$ cat src/sv/assert_macros.svh
// Assertion macros shared by the string escape decoder modules.
// No dependencies; included by every file that carries assertions.
`ifndef ASSERT_MACROS_SVH
`define ASSERT_MACROS_SVH
`ifndef SYNTHESIS
// Implication checked at every rising edge outside reset
`define SEDU_ASSERT_IMPLY(lbl, clk, rst, ante, cons, msg) \
   lbl: assert property (@(posedge clk) disable iff (rst) (ante) |-> (cons)) \
      else $error(msg);
// Invariant checked at every rising edge outside reset
`define SEDU_ASSERT_ALWAYS(lbl, clk, rst, expr, msg) \
   lbl: assert property (@(posedge clk) disable iff (rst) (expr)) \
      else $error(msg);
`else
`define SEDU_ASSERT_IMPLY(lbl, clk, rst, ante, cons, msg)
`define SEDU_ASSERT_ALWAYS(lbl, clk, rst, expr, msg)
`endif
`endif

$ cat src/sv/sedu_pkg.sv
// Package for the string escape decoder: types, character codes, helpers.
// No dependencies; used by every module of the block.
package sedu_pkg;

   // queue and burst sizing
   localparam int unsigned MaxBytes = 6;
   localparam int unsigned QDepth   = 4;
   localparam int unsigned QAddrW   = $clog2(QDepth);
   localparam int unsigned QCntW    = $clog2(QDepth + 1);

   typedef logic [7:0] byte_type;

   // escape parser phases
   typedef enum logic [2:0] {
      PH_NORMAL = 3'd0,
      PH_ESC    = 3'd1,
      PH_U0     = 3'd2,
      PH_U1     = 3'd3,
      PH_U2     = 3'd4,
      PH_U3     = 3'd5
   } phase_type;

   // one decoded burst: up to six bytes, first byte at index 0
   typedef struct packed {
      byte_type [MaxBytes-1:0] bytes;
      logic [2:0]              count;
      logic                    last;
   } entry_type;

   // character codes
   localparam byte_type CH_BSLASH = 8'h5C;
   localparam byte_type CH_QUOTE  = 8'h22;
   localparam byte_type CH_N      = 8'h6E;
   localparam byte_type CH_R      = 8'h72;
   localparam byte_type CH_T      = 8'h74;
   localparam byte_type CH_U      = 8'h75;
   localparam byte_type CH_LF     = 8'h0A;
   localparam byte_type CH_CR     = 8'h0D;
   localparam byte_type CH_TAB    = 8'h09;
   localparam byte_type CH_ZERO   = 8'h30;
   localparam byte_type CH_NINE   = 8'h39;
   localparam byte_type CH_LA     = 8'h61;
   localparam byte_type CH_LF_HEX = 8'h66;
   localparam byte_type CH_UA     = 8'h41;
   localparam byte_type CH_UF_HEX = 8'h46;

   // UTF-8 encoding constants
   localparam logic [15:0] Utf8OneLimit = 16'h0080;
   localparam logic [15:0] Utf8TwoLimit = 16'h0800;
   localparam byte_type    UTF8_CONT    = 8'h80;
   localparam byte_type    UTF8_LEAD2   = 8'hC0;
   localparam byte_type    UTF8_LEAD3   = 8'hE0;
   localparam logic [15:0] UTF8_MASK    = 16'h003F;

   function automatic logic is_upper_hex(byte_type c);
      return (c >= CH_UA) && (c <= CH_UF_HEX);
   endfunction

   function automatic logic is_hex(byte_type c);
      return ((c >= CH_ZERO) && (c <= CH_NINE)) ||
             ((c >= CH_LA) && (c <= CH_LF_HEX)) || is_upper_hex(c);
   endfunction

   // nibble value of a hex digit; don't care for other bytes
   function automatic logic [3:0] hex_nibble(byte_type c);
      byte_type v;
      v = c - CH_ZERO;
      if ((c >= CH_LA) && (c <= CH_LF_HEX)) v = c - CH_LA + 8'd10;
      else if (is_upper_hex(c)) v = c - CH_UA + 8'd10;
      return v[3:0];
   endfunction

   // hex digit character for a nibble, case as recorded
   function automatic byte_type digit_char(logic [3:0] d, logic upper);
      byte_type ch;
      if (d < 4'd10) ch = CH_ZERO + {4'd0, d};
      else if (upper) ch = CH_UA + {4'd0, d} - 8'd10;
      else ch = CH_LA + {4'd0, d} - 8'd10;
      return ch;
   endfunction

endpackage

$ cat src/sv/sedu_front.sv
// Front end: accepts string bytes, tracks escape state, builds output bursts.
// Depends on sedu_pkg and assert_macros.svh.
`include "assert_macros.svh"
module sedu_front (
   input  logic                clock,
   input  logic                reset,
   input  logic                req_valid,
   input  logic [7:0]          req_content_byte,
   input  logic                req_last_of_string,
   output logic                req_stall,
   input  logic                q_full,
   output logic                push,
   output sedu_pkg::entry_type push_entry
);
   import sedu_pkg::*;

   phase_type        phase_ff, phase_in;
   logic [2:0][3:0]  hex_ff, hex_in;
   logic [2:0]       held_ff, held_in;

   byte_type         c;
   logic             last, accept, digit_ok, upper, plain_bslash;
   logic [3:0]       nib;
   logic [1:0]       cnt;
   logic [15:0]      code;
   logic [1:0]       sh;
   entry_type        e;

   assign c            = req_content_byte;
   assign last         = req_last_of_string;
   assign req_stall    = q_full;
   assign accept       = req_valid && !q_full;
   assign digit_ok     = is_hex(c);
   assign upper        = is_upper_hex(c);
   assign nib          = hex_nibble(c);
   assign plain_bslash = (c == CH_BSLASH) && !last;
   assign cnt          = 2'(phase_ff - PH_U0);
   assign code         = {hex_ff[2], hex_ff[1], hex_ff[0], nib};

   // next state
   always_comb begin
      phase_in = phase_ff;
      hex_in   = hex_ff;
      held_in  = held_ff;
      case (phase_ff)
         PH_ESC: begin
            phase_in = PH_NORMAL;
            if (c == CH_U && !last) begin
               phase_in = PH_U0;
               hex_in   = '0;
               held_in  = '0;
            end
         end
         PH_U0, PH_U1, PH_U2, PH_U3: begin
            if (digit_ok && cnt == 2'd3) begin
               phase_in = PH_NORMAL;
            end else if (digit_ok && !last) begin
               hex_in       = {hex_ff[1], hex_ff[0], nib};
               held_in[cnt] = upper;
               phase_in     = phase_type'(phase_ff + 3'd1);
            end else begin
               phase_in = plain_bslash ? PH_ESC : PH_NORMAL;
            end
         end
         default: begin
            phase_in = plain_bslash ? PH_ESC : PH_NORMAL;
         end
      endcase
      if (last) phase_in = PH_NORMAL;
   end

   // burst contents
   always_comb begin
      e       = '0;
      e.last  = last;
      sh      = '0;
      case (phase_ff)
         PH_ESC: begin
            e.count = 3'd1;
            case (c)
               CH_QUOTE:  e.bytes[0] = CH_QUOTE;
               CH_BSLASH: e.bytes[0] = CH_BSLASH;
               CH_N:      e.bytes[0] = CH_LF;
               CH_R:      e.bytes[0] = CH_CR;
               CH_T:      e.bytes[0] = CH_TAB;
               CH_U: begin
                  e.bytes[0] = CH_BSLASH;
                  e.bytes[1] = CH_U;
                  e.count    = last ? 3'd2 : 3'd0;
               end
               default: begin
                  e.bytes[0] = CH_BSLASH;
                  e.bytes[1] = c;
                  e.count    = 3'd2;
               end
            endcase
         end
         PH_U0, PH_U1, PH_U2, PH_U3: begin
            if (digit_ok && cnt == 2'd3) begin
               // fourth digit: UTF-8 encode
               if (code < Utf8OneLimit) begin
                  e.bytes[0] = code[7:0];
                  e.count    = 3'd1;
               end else if (code < Utf8TwoLimit) begin
                  e.bytes[0] = UTF8_LEAD2 | {3'd0, code[10:6]};
                  e.bytes[1] = UTF8_CONT | 8'(code & UTF8_MASK);
                  e.count    = 3'd2;
               end else begin
                  e.bytes[0] = UTF8_LEAD3 | {4'd0, code[15:12]};
                  e.bytes[1] = UTF8_CONT | {2'd0, code[11:6]};
                  e.bytes[2] = UTF8_CONT | 8'(code & UTF8_MASK);
                  e.count    = 3'd3;
               end
            end else if (digit_ok && !last) begin
               e.count = 3'd0;
            end else begin
               // broken escape: replay it, then treat the byte as plain text
               e.bytes[0] = CH_BSLASH;
               e.bytes[1] = CH_U;
               for (int k = 0; k < 3; k++) begin
                  if (2'(k) < cnt) begin
                     sh = cnt - 2'(k) - 2'd1;
                     e.bytes[2 + k] = digit_char(hex_ff[sh], held_ff[k]);
                  end
               end
               if (plain_bslash) begin
                  e.count = 3'd2 + {1'b0, cnt};
               end else begin
                  e.bytes[3'd2 + {1'b0, cnt}] = c;
                  e.count = 3'd3 + {1'b0, cnt};
               end
            end
         end
         default: begin
            e.bytes[0] = c;
            e.count    = plain_bslash ? 3'd0 : 3'd1;
         end
      endcase
   end

   assign push       = accept && (e.count != 3'd0);
   assign push_entry = e;

   // state registers
   always_ff @(posedge clock) begin
      if (reset) begin
         phase_ff <= PH_NORMAL;
      end else if (accept) begin
         phase_ff <= phase_in;
      end
   end

   always_ff @(posedge clock) begin
      if (accept) begin
         hex_ff  <= hex_in;
         held_ff <= held_in;
      end
   end

   `SEDU_ASSERT_IMPLY(a_last_pushes, clock, reset, accept && last, push, "final byte gave no output")
   `SEDU_ASSERT_IMPLY(a_end_normal, clock, reset, accept && last, ##1 (phase_ff == PH_NORMAL), "phase not normal after string end")

endmodule

$ cat src/sv/sedu_queue.sv
// Short FIFO of decoded bursts between the front and back ends.
// Depends on sedu_pkg and assert_macros.svh.
`include "assert_macros.svh"
module sedu_queue (
   input  logic                clock,
   input  logic                reset,
   input  logic                push,
   input  sedu_pkg::entry_type push_entry,
   output logic                full,
   input  logic                pop,
   output logic                head_valid,
   output sedu_pkg::entry_type head
);
   import sedu_pkg::*;

   entry_type          mem [QDepth];
   logic [QAddrW-1:0]  wr_ff, wr_in, rd_ff, rd_in;
   logic [QCntW-1:0]   cnt_ff, cnt_in;
   logic               do_pop;

   assign full       = (cnt_ff == QCntW'(QDepth));
   assign head_valid = (cnt_ff != '0);
   assign head       = mem[rd_ff];
   assign do_pop     = pop && head_valid;

   // pointer and fill count
   always_comb begin
      wr_in  = push ? wr_ff + 1'b1 : wr_ff;
      rd_in  = do_pop ? rd_ff + 1'b1 : rd_ff;
      cnt_in = cnt_ff + QCntW'(push) - QCntW'(do_pop);
   end

   always_ff @(posedge clock) begin
      if (reset) begin
         wr_ff  <= '0;
         rd_ff  <= '0;
         cnt_ff <= '0;
      end else begin
         wr_ff  <= wr_in;
         rd_ff  <= rd_in;
         cnt_ff <= cnt_in;
      end
   end

   // storage
   always_ff @(posedge clock) begin
      if (push) mem[wr_ff] <= push_entry;
   end

   `SEDU_ASSERT_IMPLY(a_no_overflow, clock, reset, push, !full, "push into full queue")
   `SEDU_ASSERT_ALWAYS(a_cnt_range, clock, reset, cnt_ff <= QCntW'(QDepth), "queue count out of range")

endmodule

$ cat src/sv/sedu_back.sv
// Back end: sends the bytes of each queued burst, one per transaction.
// Depends on sedu_pkg and assert_macros.svh.
`include "assert_macros.svh"
module sedu_back (
   input  logic                clock,
   input  logic                reset,
   input  logic                head_valid,
   input  sedu_pkg::entry_type head,
   output logic                pop,
   output logic                rsp_valid,
   input  logic                rsp_stall,
   output logic [7:0]          rsp_out_byte,
   output logic                rsp_out_last
);
   import sedu_pkg::*;

   logic [2:0]  idx_ff, idx_in;
   logic        valid_ff, valid_in;
   byte_type    byte_ff, byte_in;
   logic        last_ff, last_in;
   logic        load, final_byte;

   assign load       = !valid_ff || !rsp_stall;
   assign final_byte = (idx_ff == head.count - 3'd1);
   assign pop        = load && head_valid && final_byte;

   // byte select and output register next values
   always_comb begin
      valid_in = valid_ff;
      byte_in  = byte_ff;
      last_in  = last_ff;
      idx_in   = idx_ff;
      if (load) begin
         valid_in = head_valid;
         if (head_valid) begin
            byte_in = head.bytes[idx_ff];
            last_in = head.last && final_byte;
            idx_in  = final_byte ? 3'd0 : idx_ff + 3'd1;
         end
      end
   end

   always_ff @(posedge clock) begin
      if (reset) begin
         valid_ff <= 1'b0;
         idx_ff   <= '0;
      end else begin
         valid_ff <= valid_in;
         idx_ff   <= idx_in;
      end
   end

   always_ff @(posedge clock) begin
      byte_ff <= byte_in;
      last_ff <= last_in;
   end

   assign rsp_valid    = valid_ff;
   assign rsp_out_byte = byte_ff;
   assign rsp_out_last = last_ff;

   `SEDU_ASSERT_IMPLY(a_idx_in_burst, clock, reset, head_valid, idx_ff < head.count, "byte index beyond burst")

endmodule

$ cat src/sv/string_escape_decoder_utf8_top.sv
// Top level of the string escape decoder: front end, burst queue, back end.
// Depends on sedu_pkg, sedu_front, sedu_queue and sedu_back.
//
//  Channel | Ports                                        | Direction
//  --------+----------------------------------------------+----------
//  req     | req_valid req_stall req_content_byte          | in
//          | req_last_of_string                           |
//  rsp     | rsp_valid rsp_stall rsp_out_byte rsp_out_last | out
//
// One input byte is taken per cycle while the four-entry burst queue has room.
// The back end sends one output byte per cycle while rsp_stall is low, so an input
// that decodes to k bytes (up to six) is sent as k output transactions; inputs that
// give no output (escape prefixes, gathered hex digits) put no burst in the queue.
// rsp_valid for the first output byte rises at the earliest once its burst has been
// written into the queue and then loaded into the back-end output register.
// Synchronous reset returns the parser to the normal phase and empties the queue.
// A stall on rsp backs up into the queue and then into req_stall.
module string_escape_decoder_utf8_top (
   input  logic       clock,
   input  logic       reset,
   input  logic       req_valid,
   output logic       req_stall,
   input  logic [7:0] req_content_byte,
   input  logic       req_last_of_string,
   output logic       rsp_valid,
   input  logic       rsp_stall,
   output logic [7:0] rsp_out_byte,
   output logic       rsp_out_last
);
   import sedu_pkg::*;

   logic      q_full, push, pop, head_valid;
   entry_type push_entry, head;

   sedu_front u_front (
      .clock              (clock),
      .reset              (reset),
      .req_valid          (req_valid),
      .req_content_byte   (req_content_byte),
      .req_last_of_string (req_last_of_string),
      .req_stall          (req_stall),
      .q_full             (q_full),
      .push               (push),
      .push_entry         (push_entry)
   );

   sedu_queue u_queue (
      .clock      (clock),
      .reset      (reset),
      .push       (push),
      .push_entry (push_entry),
      .full       (q_full),
      .pop        (pop),
      .head_valid (head_valid),
      .head       (head)
   );

   sedu_back u_back (
      .clock        (clock),
      .reset        (reset),
      .head_valid   (head_valid),
      .head         (head),
      .pop          (pop),
      .rsp_valid    (rsp_valid),
      .rsp_stall    (rsp_stall),
      .rsp_out_byte (rsp_out_byte),
      .rsp_out_last (rsp_out_last)
   );

endmodule

$ cat config.mk
export PLATFORM = sky130hd
export DESIGN_NAME = string_escape_decoder_utf8_top
export DESIGN_NICKNAME = d
export VERILOG_FILES = /design/src/sv/sedu_pkg.sv /design/src/sv/sedu_front.sv /design/src/sv/sedu_queue.sv /design/src/sv/sedu_back.sv /design/src/sv/string_escape_decoder_utf8_top.sv
export VERILOG_INCLUDE_DIRS = /design/src /design/src/sv
export SDC_FILE = /design/constraint.sdc
export NUM_CORES = 1
export LEC_CHECK = 0
export BUFFER_PORTS_ARGS = -buffer_cell sky130_fd_sc_hd__buf_2
export CAP_MARGIN = 40
export CORE_AREA = 2 2 197 199
export DETAILED_ROUTE_END_ITERATION = 10
export DIE_AREA = 0 0 199 201
export SKIP_CTS_REPAIR_TIMING = 1
export SLEW_MARGIN = 20
export SYNTH_ARGS = -nofsm -noshare
export SYNTH_HDL_FRONTEND = slang
export SYNTH_SLANG_ARGS = --single-unit
$ cat constraint.sdc
create_clock -name clock -period 5.6 [get_ports clock]
set_input_delay 0.84 -clock clock [delete_from_list [all_inputs] [get_ports clock]]
set_output_delay 0.84 -clock clock [all_outputs]
set_load 0.02 [all_outputs]
After elaboration in Yosys (flattened, before gate mapping):

Memory sizes are Yosys's and may differ from the RTL's. A register that Yosys moved wholly into a read port is not among the register bits.
Cells that the tools add are included.

* flip-flop bits (word level): 38
* bits in latches: 0
* bits in writable memories: 208
* ROM bits: 0
* input bits: 13
* output and inout bits: 11
* word-level logic and storage cells: 186
* memories kept: 1

Memory list
* u_queue.mem: depth 4, bits a word 52, rd ports 1, clocked after memory_dff 1, write ports 1, line sedu_queue.sv:16 `entry_type mem [QDepth];`

* add/subtract/negate cells: 34
* multiply operators: 0
* divide/modulo/power cells: 0
* order comparisons: 22
* eq/ne operators: 17
* shift operators: 0
* mux-type cells: 71
* bitwise operators: 0
* reduce and logical (&&, ||, !) cells: 29

Operators with widths (count)
* $mux 8: 21
* $mux 48: 2
* $add 7x4->8 const A: 6
* $bwmux 48: 1
* $sub 8x4->8 const B: 6
* $eq 8x7->1 const B: 5
* $mux 12: 3
* $mux 32: 1
* $pmux 8 s2: 2
* $pmux 7 s4: 1
* $mux 27: 1
* $mux 3: 9
* $bmux 4 s2: 3
* $bmux 8 s3: 1
* $demux 8 s3: 1
* $mux 24: 1
* $pmux 12 s2: 1
* $pmux 11 s2: 1
* $add 6x4->7 const A: 3
* $mux 4: 5
* $pmux 3 s2: 3
* $mux 17: 1
* $ge 8x7->1 const B: 2
* $le 8x7->1 const B: 2
* 44 further kinds: 91

Logic depth before layout (Yosys ltp):

* depth after elaboration: 22
* mapped depth: 18
* depth with buffers taken out: 15

Modules after synthesis:

Synthesis repeated with hierarchy kept, for this count alone.

* cell total of the unflattened synthesis: 772
* area, all modules: 11803.8 µm²

By module, submodules not included
* sedu_queue: times used 1, cells an instance 318, area an instance 8041.5 µm², seq. area each 6426.2 µm²
* sedu_front: times used 1, cells an instance 380, area an instance 2844.0 µm², seq. area each 510.5 µm²
* sedu_back: times used 1, cells an instance 74, area an instance 918.4 µm², seq. area each 350.3 µm²

Worst setup path after synthesis:

No wires, ideal clock.

* path kind: input port to flip-flop
* from: input req_content_byte[0]
* to: memory u_queue.mem[0][0] (netlist bit) (enable)
* library setup time: 415 ps
* arrival time: 4207 ps
* required time: 5185 ps
* setup slack: 978 ps
* cell stages on the path: 10
* path buffers: 1
* cells stage by stage: clkbuf_1 -> inv_1 -> ha_1 -> nand2b_1 -> nor4_1 -> or3_1 -> a311oi_1 -> a2111oi_4 -> a21oi_2 -> and2_1

* cells in the longest elaborated chain, start to end: 13
* elaborated cells between the ends (all ways): 42
* classes of those cells: add/sub (5); order compare (8); eq/ne (6); mux (12); reduce/logical (11)

RTL lines
* start: declaration: line string_escape_decoder_utf8_top.sv:23 `input logic [7:0] req_content_byte,`
* $sub 4x1->4, or another cell as far along: line sedu_pkg.sv:68, sedu_pkg.sv:69
* $add 4x4->4 or $logic_and 1x1->1 (tied branches): line sedu_pkg.sv:68, sedu_pkg.sv:69, sedu_pkg.sv:56
* $mux 4: line sedu_pkg.sv:69 `else if (is_upper_hex(c)) v = c - CH_UA + 8'd10;`
* $mux 4: line sedu_pkg.sv:68 `if ((c >= CH_LA) && (c <= CH_LF_HEX)) v = c - CH_LA + 8'd10;`
* $lt 16x12->1: line sedu_front.sv:104 `end else if (code < Utf8TwoLimit) begin`
* $mux 17: line sedu_front.sv:104
* $mux 11: line sedu_front.sv:101 `if (code < Utf8OneLimit) begin`
* $mux 27: line sedu_front.sv:99 `if (digit_ok && cnt == 2'd3) begin`
* $pmux 11 s2 *: line sedu_front.sv:77 `case (phase_ff)`
* $reduce_bool 3->1 *: line sedu_front.sv:141 `assign push = accept && (e.count != 3'd0);`
* $logic_and 1x1->1 *: line sedu_front.sv:141
* via push: line string_escape_decoder_utf8_top.sv:32 `logic q_full, push, pop, head_valid;`
* $mux 1 *: line sedu_queue.sv:47 `if (push) mem[wr_ff] <= push_entry;`
* $mux 1 (not written as such) *: line sedu_queue.sv:47
* end: declaration: line sedu_queue.sv:16

Mark *: on every way through the listed nets, which the timed path passes. The rest lies on a longest branch.

==> results.toml <==
[floorplan]
die_w_um = 199
rows = 72
num_io_pins = 24
core_area_mm2 = 0.0381
dieArea_mm2 = 0.0400
die_h_um = 201
start_util_pct = 30.5

[global_route]
grt_max_degree = 50
grt_pass1_wl_um = 43100
use_met2_pct = 22.4
grt.busiest_layer = "met2"
use_met1_pct = 20.3
track_usage_pct = 14.2
grt_pass1_vias = 6889
use_met3_pct = 2.54
overflow = 0
antenna_found_initial = 2

[timing]
timing.final.crit_share_pct = 76.3
slew_headroom_pct = 43.2
tightestPinTransition_ns = 0.830
fmax_mhz = 234
rsz0062_at_grt = "no"
maxSlewViolCount = 0
setup_tns_ns = 0
period_minus_slack_ns = 4.27
hold_viol_final = 0
skew_ns = 0.0155
holdWs_ns = 0.465
setup_viol = 0

[detailed_routing]
postRouteAntennaNets = 0
firstDrtPassIters = 5
drt-total-wl_um = 28000
drc = 0
vias_per_cell = 5.07
route.vias.total = 6868
drtIter0Drc = 757
post_drt_wl_per_cell_um = 20.7

[cts]
cts_htree_levels = 1
clock-sinks = 248
clk_latency_ns = 0.54
clockBufferDepth = 3
root_buffer = "clkbuf_16"
cts_inserted_buffers = 27
cts_tree = "built"
clkSlewWorstSetupHoldPaths_ns = 0.06

[worst_setup_path]
r2r-start = "u_front.phase_ff[0]"
worstPathRequired_ns = 5.86
arrival_ns = 4.53
slowest_stage = "ha_1"
reg2reg_depth = 9
critPathMaxStageDelay_ns = 0.84
crit_type = "flop to flop"
critPathMaxFanout = 20
r2r_end = "u_queue.mem[1][21]"
critPathCaptureType = "flop"
r2r_slack_ns = 1.33
cpMostUsedCell = "o22ai_1"
path_cells = "inv_2, ha_1, mux2i_1, o22ai_1, o21bai_1, inv_1, a211oi_1, a31oi_1, o22ai_1"
startpoint_type = "flop"

[power_and_ir_drop]
power_leakage_nw = 4.37
pwr-share-clk_pct = 33.5
power.internal_mw = 3.72
ir_drop_mv = 0.189
switchingPower_mw = 1.35
powerDensity_mw_per_mm2 = 382
pwr-share-seq_pct = 46.4
pwr-share-comb_pct = 20.1
switching_share_pct = 26.6

[final_layout]
drive_gt1_share_pct = 19.6
final_cell_mix = "edfxtp_1, nor2_1, mux4_2, nand2_1, a21oi_1"
stdcell_area_mm2 = 0.0133
diodes = 0
nNetsFinal = 850
layout_commonest_cell = "edfxtp_1"
area.growth.synth_to_final_pct = 14.1

[logic_synthesis]
async_reset_ff_share_pct = 0
ys_ff_latch = 248
ys_seq_area_share_pct = 62.8
synth_ff_type = "edfxtp_1"
synth_enable_flop_cells = 232
netlist_area_mm2 = 0.0116
synth_cells = 794
ys_warn_count = 0
synth_fp_nets = 829
synthDistinctLibCells = 63
syn-mean-instance-area_um2 = 14.6

[place]
io_buffers = 23
hpwlAfterDp_um = 19500
dpl_cell_area_mm2 = 0.0124
finalWeightedCongestion = 0.946

[worst_hold_path]
hp-class = "flop to flop"
min_path_cells = 2
min-delay-start = "u_back.rsp_valid"
hold_end = "u_back.rsp_valid"

[flow_run]
cap_violations = 0

[outcome]
outcome = "complete, no violations"
-- state kept, by name, indices dropped and copies added, names as in the netlist, named ones only --
name / cells
u_back.rsp_valid: 1
u_queue.wr_ff: 2
u_front.code: 12
u_front.phase_ff: 3
u_back.rsp_out_byte: 8
u_back.idx_ff: 3
u_queue.mem: 208
u_queue.cnt_ff: 3
u_back.rsp_out_last: 1
u_front.held_ff: 3
u_queue.rd_ff: 2
-- cell type report --
cell class / count / area [um^2]
Tap cell: 518 / 648
Fill cell: 3627 / 24900
Clock buffer: 31 / 691
Multi-Input combinational cell: 460 / 4000
Inverter: 33 / 124
Sequential cell: 248 / 7290
Timing Repair Buffer: 45 / 339
Clock inverter: 19 / 161
-- power groups by stage --
| stage | sequential (mW) | clock [mW] | combinational, mW |
|---|---|---|---|
| 6_report | 2.35 | 1.70 | 1.02 |
| 3_5_place_dp | 2.40 | 0 | 1.04 |
| 4_1_cts | 2.36 | 1.73 | 1.05 |
| 5_1_grt | 2.38 | 1.80 | 1.10 |
| 3_3_place_gp | 2.41 | 0 | 1.02 |
| 2_1_floorplan | 2.37 | 0 | 0.740 |
-- routing by layer --
metal / part of all wire [%] / routed length [um]
met1: 46 / 12800
met2: 46 / 12900
met3: 5.9 / 1640
met4: 2.3 / 635
met5: 0.054 / 15
-- cell usage after synthesis (9+ instances only) --
library cell	n	area (um^2)
a21oi_1	35	175
ha_1	21	263
nand2_1	41	154
mux4_2	60	1350
xnor2_1	9	78.8
nand2b_1	9	56.3
o22ai_1	18	113
nand3_1	10	50.1
buf_1	10	37.5
clkbuf_1	39	146
inv_1	32	120
a31oi_1	12	75.1
o21ai_0	19	95.1
nor2_1	61	229
nor3_1	15	75.1
dfxtp_1	16	320
mux2i_1	23	230
and2_1	22	138
edfxtp_1	232	6970
-- worst max-delay path by stage --
stage	end	slack, ns	startpoint	cells after the start
floorplan	u_queue.mem[0][0]	0.98	req_content_byte[0]	10
global placement	u_queue.mem[0][18]	1.04	req_content_byte[1]	11
detailed placement	u_queue.mem[0][34]	1.03	req_content_byte[1]	11
CTS	u_queue.mem[0][5]	1.43	u_front.phase_ff[0]	10
global route	u_queue.mem[3][29]	1.06	u_front.phase_ff[0]	9
finish	u_queue.mem[1][21]	1.33	u_front.phase_ff[0]	9
-- worst max-delay path: cells and delay by family (launching register included) --
kind	cells	cell delay [ns]
fa+ha+maj	1	0.84
flops	1	0.80
compound gates	5	1.59
mux	1	0.35
buf+inv	2	0.38
-- through the flow --
stage / utilization [%] / cells / worst slack (ns) / power (mW)
3_3_place_gp: 32.5 / 1301 / 1.04 / 3.43
3_5_place_dp: 32.5 / 1303 / 1.03 / 3.44
4_1_cts: 34.8 / 1353 / 1.43 / 5.14
5_1_grt: 34.8 / 1354 / 1.06 / 5.29
6_report: 34.8 / 1354 / 1.33 / 5.06
2_1_floorplan: - / 794 / 0.978 / 3.11
-- cells by family after synthesis --
logic type                 synth area share [%]
DFF                                        62.8
and+or+nand+nor                            8.58
AOI/OAI and AO/OA                          7.92
muxes                                      14.1
buffers and inverters                      2.93
adders and majority gates                  2.44
xor gates and xnor gates                   1.28
Power figures use the tool's default switching activity.
